$ cat src/design/nfcs_pkg.sv
// ----------------------------------------------------------------------------
// NOR flash command sequencer - package
// Shared codes, job and beat types, and the bus-cycle table.
// ----------------------------------------------------------------------------
package nfcs_pkg;

   localparam int ADDR_W              = 19;
   localparam int ADDR_BITS_DEFAULT   = 19;
   localparam int QUEUE_DEPTH_DEFAULT = 4;

   // host commands
   localparam logic [2:0] CMD_READ   = 3'd0;
   localparam logic [2:0] CMD_PROG   = 3'd1;
   localparam logic [2:0] CMD_CHIP   = 3'd2;
   localparam logic [2:0] CMD_SECTOR = 3'd3;
   localparam logic [2:0] CMD_SAMPLE = 3'd4;

   // result kinds
   localparam logic [1:0] KIND_WRITE  = 2'd0;
   localparam logic [1:0] KIND_READ   = 2'd1;
   localparam logic [1:0] KIND_DATA   = 2'd2;
   localparam logic [1:0] KIND_FINISH = 2'd3;

   // job sequences
   localparam logic [2:0] SEQ_READ   = 3'd0;
   localparam logic [2:0] SEQ_PROG   = 3'd1;
   localparam logic [2:0] SEQ_ERASE  = 3'd2;
   localparam logic [2:0] SEQ_DATA   = 3'd3;
   localparam logic [2:0] SEQ_POLL   = 3'd4;
   localparam logic [2:0] SEQ_FINISH = 3'd5;

   localparam logic [ADDR_W-1:0] ADDR_UNLOCK1 = 19'h00555;
   localparam logic [ADDR_W-1:0] ADDR_UNLOCK2 = 19'h002AA;

   localparam logic [7:0] BYTE_UNLOCK1 = 8'hAA;
   localparam logic [7:0] BYTE_UNLOCK2 = 8'h55;
   localparam logic [7:0] BYTE_PROG    = 8'hA0;
   localparam logic [7:0] BYTE_ERASE   = 8'h80;
   localparam logic [7:0] BYTE_CHIP    = 8'h10;
   localparam logic [7:0] BYTE_SECTOR  = 8'h30;
   localparam logic [7:0] BYTE_RESET   = 8'hF0;
   localparam logic [7:0] DQ6_MASK     = 8'h40;
   localparam logic [7:0] DQ5_MASK     = 8'h20;

   typedef struct packed {
      logic [2:0]        seq;
      logic [ADDR_W-1:0] addr;
      logic [7:0]        data;
      logic              fail;
   } job_type;

   typedef struct packed {
      logic [1:0]        kind;
      logic [ADDR_W-1:0] addr;
      logic [7:0]        data;
      logic              failed;
      logic              last;
   } beat_type;

   function automatic beat_type make_beat(input logic [1:0] kind, input logic [ADDR_W-1:0] addr,
                                          input logic [7:0] data, input logic failed,
                                          input logic last);
      beat_type b;
      b.kind   = kind;
      b.addr   = addr;
      b.data   = data;
      b.failed = failed;
      b.last   = last;
      return b;
   endfunction

   // bus cycle for one step of a job
   function automatic beat_type beat_of(input job_type j, input logic [2:0] step);
      beat_type b;
      b = make_beat(KIND_READ, j.addr, 8'h00, 1'b0, 1'b1);
      case (j.seq)
         SEQ_PROG: begin
            case (step)
               3'd0:    b = make_beat(KIND_WRITE, ADDR_UNLOCK1, BYTE_UNLOCK1, 1'b0, 1'b0);
               3'd1:    b = make_beat(KIND_WRITE, ADDR_UNLOCK2, BYTE_UNLOCK2, 1'b0, 1'b0);
               3'd2:    b = make_beat(KIND_WRITE, ADDR_UNLOCK1, BYTE_PROG, 1'b0, 1'b0);
               3'd3:    b = make_beat(KIND_WRITE, j.addr, j.data, 1'b0, 1'b0);
               default: b = make_beat(KIND_READ, j.addr, 8'h00, 1'b0, 1'b1);
            endcase
         end
         SEQ_ERASE: begin
            case (step)
               3'd0:    b = make_beat(KIND_WRITE, ADDR_UNLOCK1, BYTE_UNLOCK1, 1'b0, 1'b0);
               3'd1:    b = make_beat(KIND_WRITE, ADDR_UNLOCK2, BYTE_UNLOCK2, 1'b0, 1'b0);
               3'd2:    b = make_beat(KIND_WRITE, ADDR_UNLOCK1, BYTE_ERASE, 1'b0, 1'b0);
               3'd3:    b = make_beat(KIND_WRITE, ADDR_UNLOCK1, BYTE_UNLOCK1, 1'b0, 1'b0);
               3'd4:    b = make_beat(KIND_WRITE, ADDR_UNLOCK2, BYTE_UNLOCK2, 1'b0, 1'b0);
               3'd5:    b = make_beat(KIND_WRITE, j.addr, j.data, 1'b0, 1'b0);
               default: b = make_beat(KIND_READ, j.addr, 8'h00, 1'b0, 1'b1);
            endcase
         end
         SEQ_DATA: b = make_beat(KIND_DATA, j.addr, j.data, 1'b0, 1'b1);
         SEQ_FINISH: begin
            if (step == 3'd0) begin
               b = make_beat(KIND_WRITE, j.addr, BYTE_RESET, 1'b0, 1'b0);
            end else begin
               b = make_beat(KIND_FINISH, j.addr, 8'h00, j.fail, 1'b1);
            end
         end
         default: b = make_beat(KIND_READ, j.addr, 8'h00, 1'b0, 1'b1);
      endcase
      return b;
   endfunction

endpackage

$ cat src/design/nor_flash_command_sequencer_core.sv
// ----------------------------------------------------------------------------
// NOR flash command sequencer - top level
// Turns host commands and flash data samples into NOR bus cycles and reports.
// ----------------------------------------------------------------------------
// Request side is a queue write port: a beat (req_cmd, req_target_addr,
// req_payload) is taken on a clock edge with push high and full low.
// Result side is a queue read port: while empty is low the oldest result is on
// rsp_*, and it leaves on an edge with pop high. Each request yields 0 to 7
// results; rsp_last_of_run marks the last of them.
// With the job queue and result register empty, a taken request goes into the
// job queue and its first result is then registered and shown on rsp_*.
// Throughput: one result per cycle while results are popped, set by the
// step counter of the bus-cycle generator; a request takes the generator for
// each result (1 to 7); requests with no result cost nothing past the front end.
// Requests are taken every cycle until the job queue (QUEUE_DEPTH jobs) fills.
// A stalled result holds on rsp_* while new requests keep entering the queue.
// Reset empties the queue and result register and returns to idle.
// ----------------------------------------------------------------------------
module nor_flash_command_sequencer_core #(
   parameter int ADDR_BITS   = nfcs_pkg::ADDR_BITS_DEFAULT,
   parameter int QUEUE_DEPTH = nfcs_pkg::QUEUE_DEPTH_DEFAULT
) (
   input  logic                        clock,
   input  logic                        reset,
   input  logic                        push,
   output logic                        full,
   input  logic [2:0]                  req_cmd,
   input  logic [nfcs_pkg::ADDR_W-1:0] req_target_addr,
   input  logic [7:0]                  req_payload,
   output logic                        empty,
   input  logic                        pop,
   output logic [1:0]                  rsp_cycle_kind,
   output logic [nfcs_pkg::ADDR_W-1:0] rsp_bus_addr,
   output logic [7:0]                  rsp_bus_byte,
   output logic                        rsp_failed,
   output logic                        rsp_last_of_run
);
   import nfcs_pkg::*;

   logic     accept;
   logic     fe_valid;
   job_type  fe_job;
   logic     q_valid;
   job_type  q_job;
   logic     q_pop;
   logic     out_valid;
   beat_type out_beat;

   assign accept = push && !full;

   nfcs_front #(.ADDR_BITS(ADDR_BITS)) u_front (
      .clock       (clock),
      .reset       (reset),
      .accept      (accept),
      .cmd         (req_cmd),
      .target_addr (req_target_addr),
      .payload     (req_payload),
      .job_valid   (fe_valid),
      .job         (fe_job)
   );

   nfcs_job_queue #(.DEPTH(QUEUE_DEPTH)) u_queue (
      .clock    (clock),
      .reset    (reset),
      .wr_en    (fe_valid),
      .wr_job   (fe_job),
      .rd_en    (q_pop),
      .rd_valid (q_valid),
      .rd_job   (q_job),
      .full     (full)
   );

   nfcs_back u_back (
      .clock     (clock),
      .reset     (reset),
      .job_valid (q_valid),
      .job       (q_job),
      .job_done  (q_pop),
      .out_valid (out_valid),
      .out_beat  (out_beat),
      .out_take  (pop && out_valid)
   );

   assign empty           = !out_valid;
   assign rsp_cycle_kind  = out_beat.kind;
   assign rsp_bus_addr    = out_beat.addr;
   assign rsp_bus_byte    = out_beat.data;
   assign rsp_failed      = out_beat.failed;
   assign rsp_last_of_run = out_beat.last;

endmodule

$ cat src/design/nfcs_front.sv
// ----------------------------------------------------------------------------
// NOR flash command sequencer - front end
// Classifies each accepted beat against the operation state and emits a job when the beat fits that state.
// ----------------------------------------------------------------------------
module nfcs_front #(
   parameter int ADDR_BITS = nfcs_pkg::ADDR_BITS_DEFAULT
) (
   input  logic                          clock,
   input  logic                          reset,
   input  logic                          accept,
   input  logic [2:0]                    cmd,
   input  logic [nfcs_pkg::ADDR_W-1:0]   target_addr,
   input  logic [7:0]                    payload,
   output logic                          job_valid,
   output nfcs_pkg::job_type             job
);
   import nfcs_pkg::*;

   localparam int AW = (ADDR_BITS < ADDR_W) ? ADDR_BITS : ADDR_W;

   localparam logic [1:0] PH_IDLE = 2'd0;
   localparam logic [1:0] PH_READ = 2'd1;
   localparam logic [1:0] PH_POLL = 2'd2;

   logic [1:0]    phase_ff, phase_in;
   logic          prev_ff, prev_in;
   logic          first_ff, first_in;
   logic [AW-1:0] held_ff, held_in;

   logic [AW-1:0] addr_m;
   logic          dq6, dq5, toggling;

   assign addr_m   = target_addr[AW-1:0];
   assign dq6      = |(payload & DQ6_MASK);
   assign dq5      = |(payload & DQ5_MASK);
   assign toggling = dq6 != prev_ff;

   always_comb begin
      phase_in  = phase_ff;
      prev_in   = prev_ff;
      first_in  = first_ff;
      held_in   = held_ff;
      job_valid = 1'b0;
      job.seq   = SEQ_POLL;
      job.addr  = ADDR_W'(held_ff);
      job.data  = payload;
      job.fail  = 1'b0;
      if (accept) begin
         case (cmd)
            CMD_READ, CMD_PROG, CMD_CHIP, CMD_SECTOR: begin
               if (phase_ff == PH_IDLE) begin
                  job_valid = 1'b1;
                  job.addr  = ADDR_W'(addr_m);
                  held_in   = addr_m;
                  if (cmd == CMD_READ) begin
                     job.seq  = SEQ_READ;
                     phase_in = PH_READ;
                  end else begin
                     phase_in = PH_POLL;
                     prev_in  = 1'b0;
                     first_in = 1'b0;
                     if (cmd == CMD_PROG) begin
                        job.seq = SEQ_PROG;
                     end else if (cmd == CMD_CHIP) begin
                        job.seq  = SEQ_ERASE;
                        job.addr = ADDR_UNLOCK1;
                        job.data = BYTE_CHIP;
                        held_in  = AW'(ADDR_UNLOCK1);
                     end else begin
                        job.seq  = SEQ_ERASE;
                        job.data = BYTE_SECTOR;
                     end
                  end
               end
            end
            CMD_SAMPLE: begin
               if (phase_ff == PH_READ) begin
                  job_valid = 1'b1;
                  job.seq   = SEQ_DATA;
                  phase_in  = PH_IDLE;
               end else if (phase_ff == PH_POLL) begin
                  job_valid = 1'b1;
                  prev_in   = dq6;
                  if (!first_ff) begin
                     first_in = 1'b1;
                  end else if (!(toggling && !dq5)) begin
                     job.seq  = SEQ_FINISH;
                     job.fail = dq5 && toggling;
                     first_in = 1'b0;
                     phase_in = PH_IDLE;
                  end
               end
            end
            default: ;
         endcase
      end
   end

   always_ff @(posedge clock) begin
      if (reset) begin
         phase_ff <= PH_IDLE;
         prev_ff  <= 1'b0;
         first_ff <= 1'b0;
         held_ff  <= '0;
      end else begin
         phase_ff <= phase_in;
         prev_ff  <= prev_in;
         first_ff <= first_in;
         held_ff  <= held_in;
      end
   end

endmodule

$ cat src/design/nfcs_job_queue.sv
// ----------------------------------------------------------------------------
// NOR flash command sequencer - job queue
// Small FIFO of jobs between the front end and the bus-cycle generator.
// ----------------------------------------------------------------------------
module nfcs_job_queue #(
   parameter int DEPTH = nfcs_pkg::QUEUE_DEPTH_DEFAULT
) (
   input  logic              clock,
   input  logic              reset,
   input  logic              wr_en,
   input  nfcs_pkg::job_type wr_job,
   input  logic              rd_en,
   output logic              rd_valid,
   output nfcs_pkg::job_type rd_job,
   output logic              full
);
   import nfcs_pkg::*;

   localparam int PW = (DEPTH > 1) ? $clog2(DEPTH) : 1;
   localparam int CW = $clog2(DEPTH + 1);
   localparam logic [PW-1:0] LAST_PTR = PW'(DEPTH - 1);
   localparam logic [CW-1:0] FULL_CNT = CW'(DEPTH);

   job_type       slot_ff [DEPTH];
   logic [PW-1:0] wptr_ff, wptr_in;
   logic [PW-1:0] rptr_ff, rptr_in;
   logic [CW-1:0] count_ff, count_in;

   assign rd_valid = count_ff != '0;
   assign full     = count_ff == FULL_CNT;
   assign rd_job   = slot_ff[rptr_ff];

   always_comb begin
      wptr_in  = wptr_ff;
      rptr_in  = rptr_ff;
      count_in = count_ff;
      if (wr_en) begin
         wptr_in = (wptr_ff == LAST_PTR) ? '0 : wptr_ff + 1'b1;
      end
      if (rd_en) begin
         rptr_in = (rptr_ff == LAST_PTR) ? '0 : rptr_ff + 1'b1;
      end
      if (wr_en && !rd_en) begin
         count_in = count_ff + 1'b1;
      end else if (!wr_en && rd_en) begin
         count_in = count_ff - 1'b1;
      end
   end

   always_ff @(posedge clock) begin
      if (wr_en) begin
         slot_ff[wptr_ff] <= wr_job;
      end
   end

   always_ff @(posedge clock) begin
      if (reset) begin
         wptr_ff  <= '0;
         rptr_ff  <= '0;
         count_ff <= '0;
      end else begin
         wptr_ff  <= wptr_in;
         rptr_ff  <= rptr_in;
         count_ff <= count_in;
      end
   end

endmodule

$ cat src/design/nfcs_back.sv
// ----------------------------------------------------------------------------
// NOR flash command sequencer - bus-cycle generator
// Steps through each job's cycles into a registered result stage.
// ----------------------------------------------------------------------------
module nfcs_back (
   input  logic               clock,
   input  logic               reset,
   input  logic               job_valid,
   input  nfcs_pkg::job_type  job,
   output logic               job_done,
   output logic               out_valid,
   output nfcs_pkg::beat_type out_beat,
   input  logic               out_take
);
   import nfcs_pkg::*;

   logic [2:0] step_ff, step_in;
   logic       valid_ff, valid_in;
   beat_type   beat_ff, beat_cur;
   logic       load;

   assign beat_cur  = beat_of(job, step_ff);
   assign load      = job_valid && (!valid_ff || out_take);
   assign job_done  = load && beat_cur.last;
   assign out_valid = valid_ff;
   assign out_beat  = beat_ff;

   always_comb begin
      step_in  = step_ff;
      valid_in = valid_ff;
      if (out_take) begin
         valid_in = 1'b0;
      end
      if (load) begin
         valid_in = 1'b1;
         step_in  = beat_cur.last ? 3'd0 : step_ff + 3'd1;
      end
   end

   always_ff @(posedge clock) begin
      if (load) begin
         beat_ff <= beat_cur;
      end
   end

   always_ff @(posedge clock) begin
      if (reset) begin
         step_ff  <= 3'd0;
         valid_ff <= 1'b0;
      end else begin
         step_ff  <= step_in;
         valid_ff <= valid_in;
      end
   end

endmodule

$ cat config.mk
export PLATFORM = sky130hd
export DESIGN_NAME = nor_flash_command_sequencer_core
export DESIGN_NICKNAME = d
export VERILOG_FILES = /design/src/design/nfcs_pkg.sv /design/src/design/nor_flash_command_sequencer_core.sv /design/src/design/nfcs_front.sv /design/src/design/nfcs_job_queue.sv /design/src/design/nfcs_back.sv
export SDC_FILE = /design/constraint.sdc
export NUM_CORES = 1
export LEC_CHECK = 0
export BUFFER_PORTS_ARGS = -buffer_cell sky130_fd_sc_hd__buf_4
export CORE_MARGIN = 10
export CORE_UTILIZATION = 45
export DETAILED_ROUTE_END_ITERATION = 8
export PLACE_DENSITY = 0.74
export RECOVER_POWER = 25
export SLEW_MARGIN = 20
export SYNTH_ARGS = -nofsm -noshare
export SYNTH_HDL_FRONTEND = slang
export SYNTH_SLANG_ARGS = --single-unit
$ cat constraint.sdc
create_clock -name clock -period 3.25 [get_ports clock]
set_clock_uncertainty 0.1 [all_clocks]
set_input_delay 0.1625 -clock clock [delete_from_list [all_inputs] [get_ports clock]]
set_output_delay 0.1625 -clock clock [all_outputs]
set_load 0.05 [all_outputs]
---- Yosys cells after proc, flatten, opt, wreduce, memory -nomap -nowiden ----
Memory sizes are Yosys's and may differ from the RTL's. A register that Yosys moved wholly into a read port is not among the register bits.
Index checks and enable logic that the tools add are counted.
word-level totals
  flip-flop bits (word level) ............. 65
  bits in writable memories ............... 124
  input bits .............................. 34
  output and inout port bits .............. 33
  logic and storage cells ................. 131
  memories kept ........................... 1
cells by class
  add/subtract/negate cells ............... 5
  eq/ne operators ......................... 26
  multiplexer cells ....................... 58
  reductions and logical operators ........ 27
memories
  name             depth  width  rd ports  clocked after Yosys merged registers in  wr ports  line                  RTL
  u_queue.slot_ff  4      31     1         1                                        1         nfcs_job_queue.sv:24  job_type slot_ff [DEPTH];
operator list
  cell                                                                      number
  30-bit one-hot mux with 4 select lines                                    2
  31-bit one-hot mux with 4 select lines                                    1
  27-bit two-way mux                                                        3
  31-bit two-way mux                                                        2
  19-bit two-way mux                                                        3
  30-bit two-way mux                                                        1
  1-bit two-way mux                                                         22
  2-bit two-way mux                                                         11
  3-bit two-way mux                                                         7
  3-bit by 2-bit == test with 1-bit output (second input constant)          6
  3-bit == test (second input constant)                                     5
  6-bit AND reduction                                                       2
  3-bit by 1-bit == test with 1-bit output (second input constant)          3
  1-bit logical AND                                                         8
  3-bit by 1-bit adder with 3-bit output (second input constant)            2
  2-bit == test (second input constant)                                     3
  3-bit logical NOT                                                         2
  6-bit two-way mux                                                         1
  3-bit by 1-bit inequality test with 1-bit output (second input constant)  2
  1-bit one-hot mux with 2 select lines                                     3
  3-bit one-hot mux with 2 select lines                                     1
  2-bit nonzero test                                                        3
  1-bit logical NOT                                                         5
  2-bit by 1-bit adder with 2-bit output (second input constant)            2
  13 further kinds                                                          16

---- Depth between registers and ports, before layout ----
  depth after elaboration ................. 9
  depth in mapped cells ................... 13
  gate-level depth less buffers ........... 13

---- Cells and area by module ----
A second synthesis with hierarchy kept.
second synthesis, totals
  cell total of the unflattened synthesis .. 463
  area, all modules ....................... 7818.7 µm²
by module, submodules not included
  module                            instances  cells an instance  area an instance (µm²)  seq. area each (µm²)
  nfcs_job_queue                    1          205                4916.0                  3903.7
  nfcs_back                         1          132                1665.3                  1011.0
  nfcs_front                        1          123                1213.7                  460.4
  nor_flash_command_sequencer_core  1          3                  23.8                    0.0

---- Worst setup path before layout ----
No wires, ideal clock.
  path kind ............................... reg2reg
  from .................................... reg with a tool-made name
  to ...................................... reg u_queue.count_ff[2]
  library setup time ...................... 0.071 ns
  arrival time ............................ 2.994 ns
  data required time ...................... 3.079 ns
  path slack .............................. 0.086 ns
  stages on the path, launching flop included .. 13
  path buffers ............................ 1
  clock period less this slack ............ 3.164 ns
  cells stage by stage .................... dfxtp_1 -> mux4_2 -> buf_6 -> or3b_4 -> nor2_1 -> a211oi_2 -> inv_1 -> ha_1 -> inv_1 -> fa_1 -> xor2_1 -> or3_1 -> a21oi_1
RTL lines
  what                  line                  RTL
  to (signal assigned)  nfcs_job_queue.sv:64  count_ff <= count_in;
  to (decl)             nfcs_job_queue.sv:27  logic [CW-1:0] count_ff, count_in;

==> impl_metrics.json <==
{
  "period_minus_slack_ps": 3170,
  "nets": 721,
  "powerDensity_nw_per_um2": 868,
  "cap_violations": 0,
  "h-tree-depth": 4,
  "setup_viol": 0,
  "hold_viol": 0,
  "grt_pass1_wl_mm": 27.0,
  "die_w_um": 155,
  "cts.sinks": 191,
  "cts_made_buffers": 17,
  "final_cell_mix": "155 x edfxtp_1, 51 x buf_4, 41 x o21ai_0, 41 x inv_1, 39 x nor2b_1",
  "synth_fp_nets": 636,
  "mappedNetlistArea_um2": 8200,
  "path_clk_slew_ps": 70,
  "grt_pass1_vias": 5147,
  "crit_family": "simple AND/OR/NAND/NOR gates",
  "yosysSeqAreaShare_pct": 65.6,
  "drv_slew": 0,
  "tightest_slew_ps": 1150,
  "drive_gt1_share_pct": 19.0,
  "crit_arrival_ps": 3440,
  "hp-start": "req_payload[1]",
  "wl_mm": 16.9,
  "cp-start-kind": "flip-flop",
  "slew_headroom_pct": 22.9,
  "synth_edf_count": 155,
  "async_flop_share_pct": 0,
  "netlist-cell-type-count": 56,
  "fmaxAchievable_mhz": 315,
  "slowest_delay_ps": 530,
  "synth_top_area_cell": "edfxtp_1",
  "cp_max_fo": 6,
  "place.port_buffers": 66,
  "root_buffer": "clkbuf_16",
  "cp.required_ps": 3520,
  "die_area_um2": 24000,
  "path_cells": "mux4_2 > or3b_4 > nor2_4 > a211oi_2 > inv_1 > ha_2 > inv_1 > fa_1 > xor2_1 > or3_1 > a21oi_1",
  "hpwl_mm": 11.4,
  "area_growth_pct": 17.1,
  "rsz0062_at_grt": "false",
  "crit_path_end_kind": "flip-flop",
  "clockBufferDepth": 2,
  "status": "finished clean",
  "cts_tree": "built",
  "critPathKind": "reg -> reg",
  "synth_seq_cells": 191,
  "ys.flop_type": "edfxtp_1",
  "post-route-period-util_pct": 97.6,
  "yosys_warnings": 0,
  "core_um2": 18000,
  "clock_latency_ps": 440,
  "ant_nets": 0,
  "drc": 0,
  "drtIter0Drc": 535,
  "crit_buf_inv": 2,
  "gp_congestion": 0.877,
  "netlist_instances": 586,
  "viasPerCell": 5.53,
  "grtUsageTotal_pct": 14.2,
  "die_y_um": 155,
  "min_path_type": "in -> reg",
  "antenna_found_initial": 1,
  "ys_top_cells_by_area": "edfxtp_1 57%, dfxtp_1 8.8%, mux4_2 8.5%",
  "num_rows": 49,
  "critPathMostFrequentCell": "inv_1",
  "fin_hold_ws_ps": 4.68,
  "slowest_stage": "mux4_2",
  "drt_first_pass_iters": 7,
  "synth.avg_cell_area_um2": 14.0,
  "vdd_drop_max_v": 0.000585,
  "grt_overflow_total": 0,
  "num_vias": 5057,
  "wl_per_cell_um": 18.5,
  "setup_tns_ps": 0,
  "start_util_pct": 45.6,
  "layout_commonest_cell": "edfxtp_1",
  "grt_max_degree": 45,
  "p_leak_nw": 3.35,
  "yosysTopAreaCellShare_pct": 56.8,
  "pin_count": 67
}
## flip-flops by register name, indices dropped and copies added (netlist names), named ones only
name	cells
u_back.step_ff	3
u_front.prev_ff	1
u_queue.count_ff	3
u_queue.wptr_ff	2
u_front.first_ff	1
u_front.phase_ff	2
u_back.out_beat	31
u_front.held_ff	19
u_queue.slot_ff	124
u_back.out_valid	1
u_queue.rptr_ff	2
## kinds of logic (layout without fill, tap and decap cells)
family / after synthesis / in the layout / share of synthesized area (%)
mux: 39 / 39 / 9.52
simple gates: 156 / 156 / 10.3
flops: 191 / 191 / 65.6
xor+xnor: 3 / 3 / 0.321
compound gates: 112 / 112 / 8.33
fa+ha+maj: 16 / 16 / 2.53
other cells: 0 / 1 / 0
buf+inv: 69 / 167 / 3.39
## final timing paths
kind                            slack, ps               endpoint  cells past startpoint
worst max-delay path                   80    u_queue.count_ff[2]                     11
worst min-delay path                    5  u_queue.slot_ff[3][2]                      2
worst max register to register         80    u_queue.count_ff[2]                     11
worst min register to register        400       u_back.out_valid                      2
## synth_stat cells (all sizes together), types with 3 or more instances
cell type,instances
nor3,4
mux2i,6
a21oi,34
ha,15
edfxtp,155
o211ai,7
clkbuf,21
nand3,17
or2,3
nor2,32
inv,41
nand2b,7
a21o,6
or3,6
a22oi,5
dfxtp,36
a2111oi,3
nand2,19
nand4,3
nor2b,40
and2,13
o21ai,45
buf,7
mux4,31
## repair_timing
item | in CTS | in global routing
hold endpoints to repair | 24 | 0
buffers inserted | 0 | 2
pin swaps | 0 | 1
hold buffers | 7 | 0
gates resized for setup | 2 | 7
setup endpoints to repair | 1 | 2
## through the flow
step                util, %  setup slack (ps)  area [um^2]  power [mW]  instances
finish                 53.4              76.6         9600        8.33        914
global route           53.4              7.89         9600        8.72        914
CTS                    54.0              38.5         9690        8.53        911
detailed placement     50.1             -3.48         9000        6.38        872
global placement       50.1               137         9000        6.27        872
floorplan                 -              85.6         8200        5.49        586
## layer usage
metal	vias to the layer above	routed length, um	GRT usage (%)
met3	31	988	4.25
met2	187	8300	22.9
met1	2488	7280	17.4
met5	-	0	0
met4	0	335	5.62
li1	2351	-	-
## cell type report
class                      count  area, um^2
clock buffer                  17         425
multi-input combinational    326        2560
fill                        1453        8370
antenna                        1        2.50
timing repair buffer          94         589
clock inverter                15         195
sequential                   191        5380
tap                          229         287
inverter                      41         154
## where the power goes
part           internal (mW)  switching, mW  total [mW]
combinational          0.895           1.99        2.88
clock                   1.18          0.980        2.16
sequential              3.17          0.121        3.29
total                   5.24           3.09        8.33
No activity file was read; power rests on OpenSTA's default activity.
